## src/design/x86_16_instruction_length_decoder_assert.svh

```systemverilog
// ---------------------------------------------------------------------------
// x86_16_instruction_length_decoder_assert.svh
// Assertion macros shared by the length decoder sources.
// ---------------------------------------------------------------------------
`ifndef X86_16_INSTRUCTION_LENGTH_DECODER_ASSERT_SVH
`define X86_16_INSTRUCTION_LENGTH_DECODER_ASSERT_SVH

// Same-cycle implication, sampled on the rising clock, off during reset
`define X86IL_ASSERT_NOW(label, clk, rst_n, ante, cons, msg) \
    label: assert property (@(posedge clk) disable iff (!(rst_n)) (ante) |-> (cons)) \
        else $error(msg);

// Next-cycle implication, sampled on the rising clock, off during reset
`define X86IL_ASSERT_NEXT(label, clk, rst_n, ante, cons, msg) \
    label: assert property (@(posedge clk) disable iff (!(rst_n)) (ante) |=> (cons)) \
        else $error(msg);

`endif

```

## src/design/x86il_pkg.sv

```systemverilog
// ---------------------------------------------------------------------------
// x86il_pkg
// Types, opcode constants and decode functions for the 8086 length decoder.
// ---------------------------------------------------------------------------
`default_nettype none

package x86il_pkg;

    // Decode plan of the instruction being collected
    typedef struct packed {
        logic       has_modrm;
        logic [1:0] disp_len;   // 0, 1 or 2 bytes
        logic [2:0] imm_len;    // 0, 1, 2 or 4 bytes
        logic       sx;         // immediate byte is sign-extended
        logic       rel;        // relative branch
        logic       undef;      // invalid or unsupported opcode
        logic [2:0] total;      // instruction length in bytes
    } t_plan;

    // Opcodes that the decode functions test by name
    localparam logic [7:0] OP_GRP3_B = 8'hF6;
    localparam logic [7:0] OP_GRP3_W = 8'hF7;
    localparam logic [7:0] OP_GRP4   = 8'hFE;
    localparam logic [7:0] OP_GRP5   = 8'hFF;
    localparam logic [7:0] OP_ESC    = 8'h0F;

    // modrm fields
    localparam logic [1:0] MOD_MEM0  = 2'b00;
    localparam logic [1:0] MOD_DISP8 = 2'b01;
    localparam logic [1:0] MOD_DISP16 = 2'b10;
    localparam logic [2:0] RM_DIRECT = 3'b110;

    // Plan from the opcode byte alone
    function automatic t_plan plan_opcode(input logic [7:0] op);
        t_plan p;
        p = '0;
        if (op[7:6] == 2'b00) begin
            if (op == OP_ESC) begin
                p.undef = 1'b1;
            end else if (op[2:0] < 3'd4) begin
                p.has_modrm = 1'b1;
            end else if (op[2:0] == 3'd4) begin
                p.imm_len = 3'd1;
            end else if (op[2:0] == 3'd5) begin
                p.imm_len = 3'd2;
            end
        end else if (op < 8'h60) begin
            // inc, dec, push, pop: one byte
        end else if (op < 8'h70) begin
            p.undef = 1'b1;
        end else if (op < 8'h80) begin
            p.imm_len = 3'd1;
            p.sx      = 1'b1;
            p.rel     = 1'b1;
        end else if (op < 8'h90) begin
            p.has_modrm = 1'b1;
            if (op == 8'h80 || op == 8'h82) begin
                p.imm_len = 3'd1;
            end else if (op == 8'h81) begin
                p.imm_len = 3'd2;
            end else if (op == 8'h83) begin
                p.imm_len = 3'd1;
                p.sx      = 1'b1;
            end
        end else if (op < 8'hA0) begin
            if (op == 8'h9A) begin
                p.imm_len = 3'd4;
            end
        end else if (op < 8'hB0) begin
            if (op <= 8'hA3 || op == 8'hA9) begin
                p.imm_len = 3'd2;
            end else if (op == 8'hA8) begin
                p.imm_len = 3'd1;
            end
        end else if (op < 8'hC0) begin
            p.imm_len = op[3] ? 3'd2 : 3'd1;
        end else begin
            case (op)
                8'hC0, 8'hC1, 8'hC8, 8'hC9, 8'hF1,
                8'hD8, 8'hD9, 8'hDA, 8'hDB,
                8'hDC, 8'hDD, 8'hDE, 8'hDF: begin
                    p.undef = 1'b1;
                end
                8'hC2, 8'hCA: begin
                    p.imm_len = 3'd2;
                end
                8'hC4, 8'hC5, 8'hD0, 8'hD1, 8'hD2, 8'hD3,
                8'hF6, 8'hF7, 8'hFE, 8'hFF: begin
                    p.has_modrm = 1'b1;
                end
                8'hC6: begin
                    p.has_modrm = 1'b1;
                    p.imm_len   = 3'd1;
                end
                8'hC7: begin
                    p.has_modrm = 1'b1;
                    p.imm_len   = 3'd2;
                end
                8'hCD, 8'hD4, 8'hD5, 8'hE4, 8'hE5, 8'hE6, 8'hE7: begin
                    p.imm_len = 3'd1;
                end
                8'hE0, 8'hE1, 8'hE2, 8'hE3, 8'hEB: begin
                    p.imm_len = 3'd1;
                    p.sx      = 1'b1;
                    p.rel     = 1'b1;
                end
                8'hE8, 8'hE9: begin
                    p.imm_len = 3'd2;
                    p.rel     = 1'b1;
                end
                8'hEA: begin
                    p.imm_len = 3'd4;
                end
                default: begin
                end
            endcase
        end
        p.total = 3'd1 + {2'b00, p.has_modrm} + p.imm_len;
        return p;
    endfunction

    // Plan refined by the modrm byte
    function automatic t_plan plan_modrm(input logic [7:0] op, input logic [7:0] m,
                                         input t_plan cur);
        t_plan      p;
        logic [2:0] rg;
        p  = cur;
        rg = m[5:3];
        if ((m[7:6] == MOD_MEM0 && m[2:0] == RM_DIRECT) || m[7:6] == MOD_DISP16) begin
            p.disp_len = 2'd2;
        end else if (m[7:6] == MOD_DISP8) begin
            p.disp_len = 2'd1;
        end else begin
            p.disp_len = 2'd0;
        end
        if (op == OP_GRP3_B || op == OP_GRP3_W) begin
            if (rg < 3'd2) begin
                p.imm_len = op[0] ? 3'd2 : 3'd1;
            end
        end else if (op == OP_GRP4 || op == OP_GRP5) begin
            if ((op == OP_GRP4 && rg >= 3'd2 && rg <= 3'd6) || rg == 3'd7) begin
                p.undef    = 1'b1;
                p.disp_len = 2'd0;
            end else if (rg == 3'd3 || rg == 3'd5) begin
                // far call/jmp through memory: a word follows modrm
                p.disp_len = 2'd0;
                p.imm_len  = 3'd2;
            end
        end
        p.total = 3'd2 + {1'b0, p.disp_len} + p.imm_len;
        return p;
    endfunction

endpackage

`default_nettype wire

```

## src/design/x86il_decode.sv

```systemverilog
// ---------------------------------------------------------------------------
// x86il_decode
// Picks the instruction plan for the current byte: from the opcode on the
// first byte, refined by modrm on the second, otherwise carried over.
// ---------------------------------------------------------------------------
`default_nettype none

module x86il_decode (
    input  wire logic [7:0]    i_byte,
    input  wire logic [7:0]    i_opcode,
    input  wire logic          i_first,
    input  wire logic          i_modrm_step,
    input  wire x86il_pkg::t_plan i_plan,
    output x86il_pkg::t_plan   o_plan
);
    import x86il_pkg::*;

    // plan select
    always_comb begin
        if (i_first) begin
            o_plan = plan_opcode(i_byte);
        end else if (i_modrm_step) begin
            o_plan = plan_modrm(i_opcode, i_byte, i_plan);
        end else begin
            o_plan = i_plan;
        end
    end

endmodule

`default_nettype wire

```

## src/design/x86_16_instruction_length_decoder.sv

```systemverilog
// ---------------------------------------------------------------------------
// x86_16_instruction_length_decoder
// Splits an 8086 code byte stream into instructions and reports each one.
// ---------------------------------------------------------------------------
// Usage:
//   Code bytes enter on i_code_valid / o_code_ready, one byte per item.
//   Each byte is captured in an input register; when it advances it is
//   decoded against the phase state and, when it is the last byte of an
//   instruction, the instruction's result item is loaded into the output
//   register (o_res_valid / i_res_ready). Bytes that do not end an
//   instruction give no result item.
//   Throughput: one byte per cycle while the output register is empty or
//   being taken, set by the single decode step between input and output
//   registers.
//   Stall: while the output register holds an untaken item, the input
//   register keeps its byte and o_code_ready drops once it is full too.
//   Configuration: i_start_offset written on i_cfg_valid / o_cfg_ready
//   (always ready) sets the offset of the next byte and drops any partly
//   received instruction. Write only while the block is idle.
//   Reset: both registers empty, waiting for an opcode, offset zero.
// ---------------------------------------------------------------------------
`default_nettype none

`include "x86_16_instruction_length_decoder_assert.svh"

module x86_16_instruction_length_decoder (
    input  wire logic        i_clk,
    input  wire logic        i_rst_n,
    // configuration
    input  wire logic        i_cfg_valid,
    output logic             o_cfg_ready,
    input  wire logic [15:0] i_start_offset,
    // code bytes
    input  wire logic        i_code_valid,
    output logic             o_code_ready,
    input  wire logic [7:0]  i_code_byte,
    // results
    output logic             o_res_valid,
    input  wire logic        i_res_ready,
    output logic [7:0]       o_opcode_byte,
    output logic [7:0]       o_modrm_byte,
    output logic             o_has_modrm,
    output logic [15:0]      o_displacement,
    output logic [15:0]      o_immediate,
    output logic [15:0]      o_far_segment,
    output logic [2:0]       o_length,
    output logic [15:0]      o_instr_offset,
    output logic [15:0]      o_branch_target,
    output logic             o_target_valid,
    output logic             o_undefined_op
);
    import x86il_pkg::*;

    // input stage
    logic        r_in_valid;
    logic [7:0]  r_in_byte;

    // phase machine and collected fields
    logic [2:0]  r_phase;
    t_plan       r_plan;
    logic [7:0]  r_op;
    logic [7:0]  r_modrm;
    logic [15:0] r_disp;
    logic [15:0] r_imm;
    logic [15:0] r_seg;
    logic [15:0] r_cur;
    logic [15:0] r_start;

    // output stage
    logic        r_out_valid;
    logic [7:0]  r_o_op;
    logic [7:0]  r_o_modrm;
    logic        r_o_has_modrm;
    logic [15:0] r_o_disp;
    logic [15:0] r_o_imm;
    logic [15:0] r_o_seg;
    logic [2:0]  r_o_len;
    logic [15:0] r_o_start;
    logic [15:0] r_o_target;
    logic        r_o_rel;
    logic        r_o_undef;

    // next values
    logic [7:0]  n_op;
    logic [7:0]  n_modrm;
    logic [15:0] n_disp;
    logic [15:0] n_imm;
    logic [15:0] n_seg;
    logic [15:0] n_start;

    logic        w_first;
    logic        w_modrm_step;
    t_plan       w_plan;
    logic [2:0]  w_k;
    logic [2:0]  w_j;
    logic [2:0]  w_phase_inc;
    logic        w_done;
    logic        w_advance;
    logic        w_code_fire;
    logic        w_cfg_fire;
    logic [15:0] w_disp_out;
    logic [15:0] w_imm_out;
    logic [15:0] w_target;

    // handshakes
    assign w_advance    = r_in_valid && (!r_out_valid || i_res_ready);
    assign o_code_ready = !r_in_valid || w_advance;
    assign w_code_fire  = i_code_valid && o_code_ready;
    assign o_cfg_ready  = 1'b1;
    assign w_cfg_fire   = i_cfg_valid;

    assign w_first      = (r_phase == 3'd0);
    assign w_modrm_step = (r_phase == 3'd1) && r_plan.has_modrm;

    x86il_decode u_decode (
        .i_byte       (r_in_byte),
        .i_opcode     (r_op),
        .i_first      (w_first),
        .i_modrm_step (w_modrm_step),
        .i_plan       (r_plan),
        .o_plan       (w_plan)
    );

    // byte position past opcode and modrm, then past displacement
    assign w_k = r_phase - 3'd1 - {2'b00, r_plan.has_modrm};
    assign w_j = w_k - {1'b0, r_plan.disp_len};

    // merge the byte into the collected fields
    always_comb begin
        n_op    = r_op;
        n_modrm = r_modrm;
        n_disp  = r_disp;
        n_imm   = r_imm;
        n_seg   = r_seg;
        n_start = r_start;
        if (w_first) begin
            n_op    = r_in_byte;
            n_modrm = 8'h00;
            n_disp  = 16'h0000;
            n_imm   = 16'h0000;
            n_seg   = 16'h0000;
            n_start = r_cur;
        end else if (w_modrm_step) begin
            n_modrm = r_in_byte;
        end else if (w_k < {1'b0, r_plan.disp_len}) begin
            if (w_k[0]) begin
                n_disp[15:8] = r_in_byte;
            end else begin
                n_disp[7:0] = r_in_byte;
            end
        end else if (w_j < 3'd2) begin
            if (w_j[0]) begin
                n_imm[15:8] = r_in_byte;
            end else begin
                n_imm[7:0] = r_in_byte;
            end
        end else begin
            if (w_j[0]) begin
                n_seg[15:8] = r_in_byte;
            end else begin
                n_seg[7:0] = r_in_byte;
            end
        end
    end

    // end of instruction test
    assign w_phase_inc = r_phase + 3'd1;
    assign w_done      = (w_phase_inc >= w_plan.total);

    // result fields
    assign w_disp_out = (w_plan.disp_len == 2'd1) ? {{8{n_disp[7]}}, n_disp[7:0]} : n_disp;
    assign w_imm_out  = w_plan.sx ? {{8{n_imm[7]}}, n_imm[7:0]} : n_imm;
    assign w_target   = n_start + {13'd0, w_plan.total} + w_imm_out;

    // control registers
    always_ff @(posedge i_clk) begin
        if (!i_rst_n) begin
            r_in_valid  <= 1'b0;
            r_out_valid <= 1'b0;
            r_phase     <= 3'd0;
            r_plan      <= '0;
            r_cur       <= 16'h0000;
        end else begin
            if (w_code_fire) begin
                r_in_valid <= 1'b1;
            end else if (w_advance) begin
                r_in_valid <= 1'b0;
            end

            if (w_advance && w_done) begin
                r_out_valid <= 1'b1;
            end else if (i_res_ready) begin
                r_out_valid <= 1'b0;
            end

            if (w_cfg_fire) begin
                r_phase <= 3'd0;
                r_cur   <= i_start_offset;
            end else if (w_advance) begin
                r_phase <= w_done ? 3'd0 : w_phase_inc;
                r_plan  <= w_plan;
                r_cur   <= r_cur + 16'd1;
            end
        end
    end

    // payload registers
    always_ff @(posedge i_clk) begin
        if (w_code_fire) begin
            r_in_byte <= i_code_byte;
        end
        if (w_advance) begin
            r_op    <= n_op;
            r_modrm <= n_modrm;
            r_disp  <= n_disp;
            r_imm   <= n_imm;
            r_seg   <= n_seg;
            r_start <= n_start;
        end
        if (w_advance && w_done) begin
            r_o_op        <= n_op;
            r_o_modrm     <= w_plan.has_modrm ? n_modrm : 8'h00;
            r_o_has_modrm <= w_plan.has_modrm;
            r_o_disp      <= w_disp_out;
            r_o_imm       <= w_imm_out;
            r_o_seg       <= n_seg;
            r_o_len       <= w_plan.total;
            r_o_start     <= n_start;
            r_o_target    <= w_plan.rel ? w_target : 16'h0000;
            r_o_rel       <= w_plan.rel;
            r_o_undef     <= w_plan.undef;
        end
    end

    // outputs
    assign o_res_valid     = r_out_valid;
    assign o_opcode_byte   = r_o_op;
    assign o_modrm_byte    = r_o_modrm;
    assign o_has_modrm     = r_o_has_modrm;
    assign o_displacement  = r_o_disp;
    assign o_immediate     = r_o_imm;
    assign o_far_segment   = r_o_seg;
    assign o_length        = r_o_len;
    assign o_instr_offset  = r_o_start;
    assign o_branch_target = r_o_target;
    assign o_target_valid  = r_o_rel;
    assign o_undefined_op  = r_o_undef;

    // checks
    `X86IL_ASSERT_NOW(a_len_range, i_clk, i_rst_n, r_out_valid,
        (r_o_len >= 3'd1) && (r_o_len <= 3'd6), "result length out of range")
    `X86IL_ASSERT_NOW(a_phase_below_total, i_clk, i_rst_n, r_phase != 3'd0,
        r_phase < r_plan.total, "phase machine passed instruction end")
    `X86IL_ASSERT_NOW(a_rel_no_modrm, i_clk, i_rst_n, r_out_valid && r_o_rel,
        !r_o_has_modrm && (r_o_disp == 16'h0000), "relative branch with modrm fields")
    `X86IL_ASSERT_NEXT(a_offset_step, i_clk, i_rst_n, w_advance && !w_cfg_fire,
        r_cur == $past(r_cur) + 16'd1, "offset did not advance with byte")

endmodule

`default_nettype wire
```

## config.mk

```make
export PLATFORM = sky130hd
export DESIGN_NAME = x86_16_instruction_length_decoder
export DESIGN_NICKNAME = d
export VERILOG_FILES = /design/src/design/x86il_pkg.sv /design/src/design/x86il_decode.sv /design/src/design/x86_16_instruction_length_decoder.sv
export VERILOG_INCLUDE_DIRS = /design/src /design/src/design
export SDC_FILE = /design/constraint.sdc
export NUM_CORES = 1
export LEC_CHECK = 0
export ABC_CLOCK_PERIOD_IN_PS = 6100
export BUFFER_PORTS_ARGS = -buffer_cell sky130_fd_sc_hd__buf_2
export CORE_ASPECT_RATIO = 1.5
export CORE_MARGIN = 8
export CORE_UTILIZATION = 58
export DETAILED_ROUTE_END_ITERATION = 12
export GPL_TIMING_DRIVEN = 0
export PLACE_DENSITY = 0.8
export SETUP_SLACK_MARGIN = 0.5
export SLEW_MARGIN = 25
export SYNTH_ARGS = -nofsm -noshare
export SYNTH_HDL_FRONTEND = slang
export SYNTH_SLANG_ARGS = --single-unit
export TNS_END_PERCENT = 5
```

## constraint.sdc

```tcl
create_clock -name i_clk -period 6.1 [get_ports i_clk]
set_input_delay 0.61 -clock i_clk [delete_from_list [all_inputs] [get_ports i_clk]]
set_output_delay 0.61 -clock i_clk [all_outputs]
set_load 0.01 [all_outputs]
```

# Word-level counts from Yosys, hierarchy flattened
# Index checks and enable logic that the tools add are counted.
# totals
register_bits	223
elab_cells	250
# op_classes
add_sub_neg	11
n_lt_le_gt_ge	15
eq_ne	64
mux	96
n_bitwise	2
n_reduce_logical	33
# op_table
cell	n
$eq A8 B8 Y1 const B	53
$mux W16	16
$mux W8	9
$mux W3	21
$lt A8 B8 Y1 const B	5
$mux W1	30
$reduce_or A13 Y1	2
$mux W2	11
$mux W5	4
$add A16 B1 Y16 const B	1
$add A16 B16 Y16	1
$add A16 B3 Y16	1
$lt A8 B7 Y1 const B	2
$eq A3 B3 Y1 const B	5
$mux W12	1
$reduce_or A12 Y1	1
$mux W11	1
$reduce_or A5 Y1	2
$logic_or A1 B1 Y1	9
$pmux W3 S3	1
$eq A8 B4 Y1 const B	1
$le A8 B8 Y1 const B	1
$reduce_bool A2 Y1	4
$logic_and A1 B1 Y1	7
27 further kinds	32

# Depth between registers and ports, before layout
# logic_depth
depth_word	18
mapped_depth	25
ltp_nobuf	23

# By module
# Synthesis repeated with hierarchy kept, for this count alone.
# unflattened
hier_cells	914
area_unflattened_um2	10819.1
# by_module_without_submodules
mod	n_inst	cells_per_inst	area_per_inst_um2	seq_area_each_um2
x86_16_instruction_length_decoder	1	768	9873.2	6366.1
x86il_decode	1	146	945.9	0.0

# Worst setup path before layout
# OpenSTA, ideal clock, no wires.
# synth_timing
kind	reg-to-reg
from	register r_in_byte[3]
to	register r_o_target[0], in the netlist o_branch_target[0] (enable)
t_arrival_ps	5119
t_required_ps	5644
setup_slack_ps	526
path_stages_with_launch	18
path_buffers	1
period_less_slack_ps	5574
path_cell_list	edfxtp_1 clkbuf_1 or3b_2 o31ai_1 a22oi_1 o32ai_1 o21ai_0 nor2_1 ha_1 inv_1 fa_1 xor2_1 o21ai_0 nor3_1 ha_1 nor2b_1 o21ai_0 inv_1
# synth_via
elab_chain_len	17
elab_cells_between_ends	108
cone_classes	4 x add/sub; 12 x order compare; 40 x eq/ne; 42 x mux; 10 x reduce/logical
# synth_rtl
item	line	text
start: declaration	x86_16_instruction_length_decoder.sv:56	logic [7:0] r_in_byte;
start signal: assignment	x86_16_instruction_length_decoder.sv:210	r_in_byte <= i_code_byte;
$eq A8 B8 Y1	x86il_pkg.sv:78	case (op)
$reduce_or A12 Y1 (no line)	n/a	
$mux W1	x86il_pkg.sv:78	
$mux W1	x86il_pkg.sv:75	end else if (op < 8'hC0) begin
$mux W1	x86il_pkg.sv:69	end else if (op < 8'hB0) begin
$mux W1	x86il_pkg.sv:65	end else if (op < 8'hA0) begin
$mux W1	x86il_pkg.sv:55	end else if (op < 8'h90) begin
$mux W1	x86il_pkg.sv:51	end else if (op < 8'h80) begin
$mux W1	x86il_pkg.sv:49	end else if (op < 8'h70) begin
$mux W1	x86il_pkg.sv:47	end else if (op < 8'h60) begin
$mux W1	x86il_pkg.sv:37	if (op[7:6] == 2'b00) begin
$mux W1	x86il_decode.sv:20	if (i_first) begin
$add A1 B1 Y2	x86il_pkg.sv:118	p.total = 3'd1 + {2'b00, p.has_modrm} + p.imm_len;
$add A3 B3 Y3	x86il_pkg.sv:118	
$mux W12 *	x86il_decode.sv:20	
$ge A3 B3 Y1 *	x86_16_instruction_length_decoder.sv:168	assign w_done = (w_phase_inc >= w_plan.total);
$logic_and A1 B1 Y1 *	x86_16_instruction_length_decoder.sv:220	if (w_advance && w_done) begin
end signal: assignment	x86_16_instruction_length_decoder.sv:229	r_o_target <= w_plan.rel ? w_target : 16'h0000;
end: declaration	x86_16_instruction_length_decoder.sv:79	logic [15:0] r_o_target;
# Mark *: on every way between the ends. The rest lies on a longest branch, timed or not. The select of a mux whose other input is x is not followed.
# A chain may end at the register's enable or synchronous reset.

==> summary.md <==
| Metric | Value |
|---|---|
| Commonest non-fill, non-tap cell in the layout | `edfxtp_1` |
| Post-synthesis mux area share | `0.0516` |
| Final Max Tran Viols | `0` |
| Status | `finished, final reports clean` |
| Via count | `8,010` |
| # DRC | `0` |
| Post-layout nets | `1,159` |
| Post-Synth Simple-Gate Area | `0.132` |
| End of the critical path | `o_branch_target[15]` |
| Final setup vio count | `0` |
| First-pass DRT Iterations | `6` |
| I/O pin count | `134` |
| Overflow after GRT | `0` |
| Yosys cell types | `74` |
| Clk slew on worst S/H paths | `70 ps` |
| #FFs+latches synth | `223` |
| Post-synth top area share | `0.526` |
| Total core area | `18,500 um^2` |
| Hold_sp | `i_code_byte[1]` |
| Root buffer cell | `clkbuf_16` |
| Clock period minus worst slack | `5460 ps` |
| DP HPWL | `20,500 um` |
| Area Growth Syn to Fin | `18.0%` |
| Die Y-Extent | `183 um` |
| CTS buffer count | `20` |
| Largest family of logic cells by synthesized area | `simple AND/OR/NAND/NOR gates` |
| Critical Path End Type | `register` |
| Synth Net Count | `989` |
| Critical R2R Launch | `r_in_byte[3]` |
| Worst Setup SP | `r_in_byte[3]` |
| Starting Density | `0.587` |
| CTS H-tree lvls | `1` |
| Input/output buffers | `131` |
| EDFF count, synth | `190` |
| Hold Slack | `290 ps` |
| End of the worst register-to-register path | `o_branch_target[15]` |
| PD cells | `274 nW/um^2` |
| Synth Flop Type | `edfxtp_1` |
| Fmax | `0.183 GHz` |
| Final Cycle Share | `0.895` |
| CP Launch Type | `register` |
| Pwr Total | `0.00351 W` |
| Clk sinks | `223` |
| DR iter-0 viols | `601` |
| Crit path max fanout | `10` |
| Area after DPL | `11,900 um^2` |
| Warning count from the yosys run | `0` |
| Die area | `23,400 um^2` |
| FFs w/ async S/R, synth | `0` |
| Skew-Pair Late Insertion Delay | `510 ps` |
| Vias in the first global route | `8,017` |
| Die width | `128 um` |
| Setup TNS | `0 ps` |
| Rel. slew slack | `0.336` |
| Tot GR Track Use | `0.242` |
| Routed WL | `28,800 um` |
| Mapped Area | `10,800 um^2` |
| Bufs on Longest Clock Path | `3` |
| DR vias/cell | `5.95` |
| # Max-Cap Violations | `0` |
| Tightest Pin Transition | `996 ps` |
| Synth area leader | `edfxtp_1` |
| Initial antenna violation count | `0` |
| Layout cells sized above 1 | `0.233` |
| Data arrival, critical path | `5670 ps` |
| Final Hold Fails | `0` |
| R2r worst-path depth | `23` |
| Crit Path Class | `reg2reg` |
| Compound-gate portion of the synthesized area | `0.111` |
| Flop2flop setup slack | `640 ps` |
| CTS tree | `yes` |
| Clock skew | `15.9 ps` |
| Hold crit path type | `in2reg` |
| Hold buffer count at cts | `0` |
| Global-route wire length before repair | `43,900 um` |
| Post-place setup slack | `-394 ps` |
| Ant diodes | `0` |
| Most frequent cells in the layout | `190 x edfxtp_1, 137 x buf_2, 104 x nor2_1` |
| Wire per inst | `21.4 um` |
| Antenna-violating nets left | `0` |
| RD Place Congestion | `0.953` |
| Pin count of the biggest net entering global routing | `65` |
| Num rows | `61` |
| Syn Area/Cell | `11.9 um^2` |
| Synth Area in XOR/XNOR | `0.0268` |
| Design area | `12,800 um^2` |
| Post-Synth Adder-Cell Area | `0.0584` |
| Post-synthesis cell count | `913` |
| Peak VDD IR | `0.000230 V` |
| RSZ-0062 raised after global routing | `true` |
| Setup ws final | `638 ps` |
| Top cells by area, synth | `edfxtp_1 53%, dfxtp_1 6.1%, ha_1 4.7%, mux2i_1 4.6%, nor2_1 3.6%` |
| FILL cells | `1,374` |
| Seq/Total Area, Yosys | `0.587` |
| Worst path required time | `6310 ps` |
| Pleak | `5.07 nW` |
## synth_stat cells, types with 3 or more instances
library cell,n
o2111ai_1,3
o31ai_2,7
o21ai_0,35
a21oi_1,40
and4_1,7
o31a_1,3
a31oi_1,9
and3_1,7
buf_2,7
o31ai_1,11
xnor2_1,16
nor3_1,15
nor2_1,105
buf_1,7
mux2i_1,50
nand3_2,3
mux2_2,4
nand2b_1,12
a21o_1,5
inv_1,38
nand2_1,79
xor2_1,14
nand4_1,4
o22ai_1,3
dfxtp_1,33
o32ai_1,3
a22o_1,10
nand3b_1,4
ha_1,41
a22oi_1,4
nor2b_1,18
fa_1,6
clkbuf_1,30
a221oi_1,4
o21a_1,12
edfxtp_1,190
nand3_1,13
or2_2,4
a211oi_1,8
nor4_1,6
or3_1,4
## kinds of logic after synthesis
kind of cell / count (synthesis)
multiplexers: 55
XOR/XNOR: 31
AND/OR/NAND/NOR: 294
adder cells (fa/ha/maj): 47
buffers and inverters: 87
AO/OA/AOI/OAI: 175
other: 1
flip-flops: 223
## how the worst min path moves through the flow
stage | end | slack (ps) | cells after the start
floorplan | r_plan[3] | 440 | 2
global placement | r_plan[3] | 440 | 2
finish | r_in_byte[1] | 290 | 1
detailed placement | r_plan[3] | 450 | 2
global route | r_in_byte[1] | 270 | 1
CTS | r_in_byte[1] | 270 | 1
## cell type report
type | instances | area, um^2 | share of cell area
Buffer | 47 | 255 | 0.0199
Sequential cell | 223 | 6370 | 0.498
Clock inverter | 11 | 108 | 0.00841
Multi-Input combinational cell | 603 | 4240 | 0.331
Clock buffer | 23 | 533 | 0.0417
Timing Repair Buffer | 148 | 816 | 0.0638
Inverter | 40 | 165 | 0.0129
Tap cell | 252 | 315 | 0.0246
## per-stage QoR
stage          std cells   util
6_report            1347  0.693
5_1_grt             1347  0.693
4_1_cts             1333  0.680
3_5_place_dp        1298  0.643
3_3_place_gp        1296  0.640
2_1_floorplan        913      -
## report_power, final
part           switching [W]  leakage (nW)  total (W)  internal [W]
Clock               0.000545         0.323    0.00126      0.000712
Combinational       0.000295          2.67   0.000452      0.000156
Sequential         0.0000353          2.08    0.00180       0.00176
## what timing repair did
action,4_1_cts,5_1_grt
resized for setup,18,50
setup endpoints to repair,11,9
endpoints found under the hold margin,0,0
buffers inserted,1,14
pin swaps,0,13
## layer usage
metal	GRT usage	wire length, um
met4	0.125	1490
met2	0.444	15200
met3	0.0346	1920
met5	0	0
met1	0.265	10200
## critical path, cell delays in order (launching register included)
cell	delay [ps]
edfxtp_1	440
buf_6	180
or3b_2	450
o31ai_2	80
a22oi_1	140
o32ai_2	150
o21ai_1	90
nor2_1	160
ha_1	180
inv_1	50
fa_1	380
xor2_1	170
o21ai_0	100
nor3_2	320
inv_2	110
fa_1	530
inv_1	80
fa_2	410
nor2b_4	170
o31ai_4	120
a211oi_2	360
o32ai_2	140
o2111ai_1	150
o2111ai_2	190
Note: power is estimated with default switching activity, not from simulation.
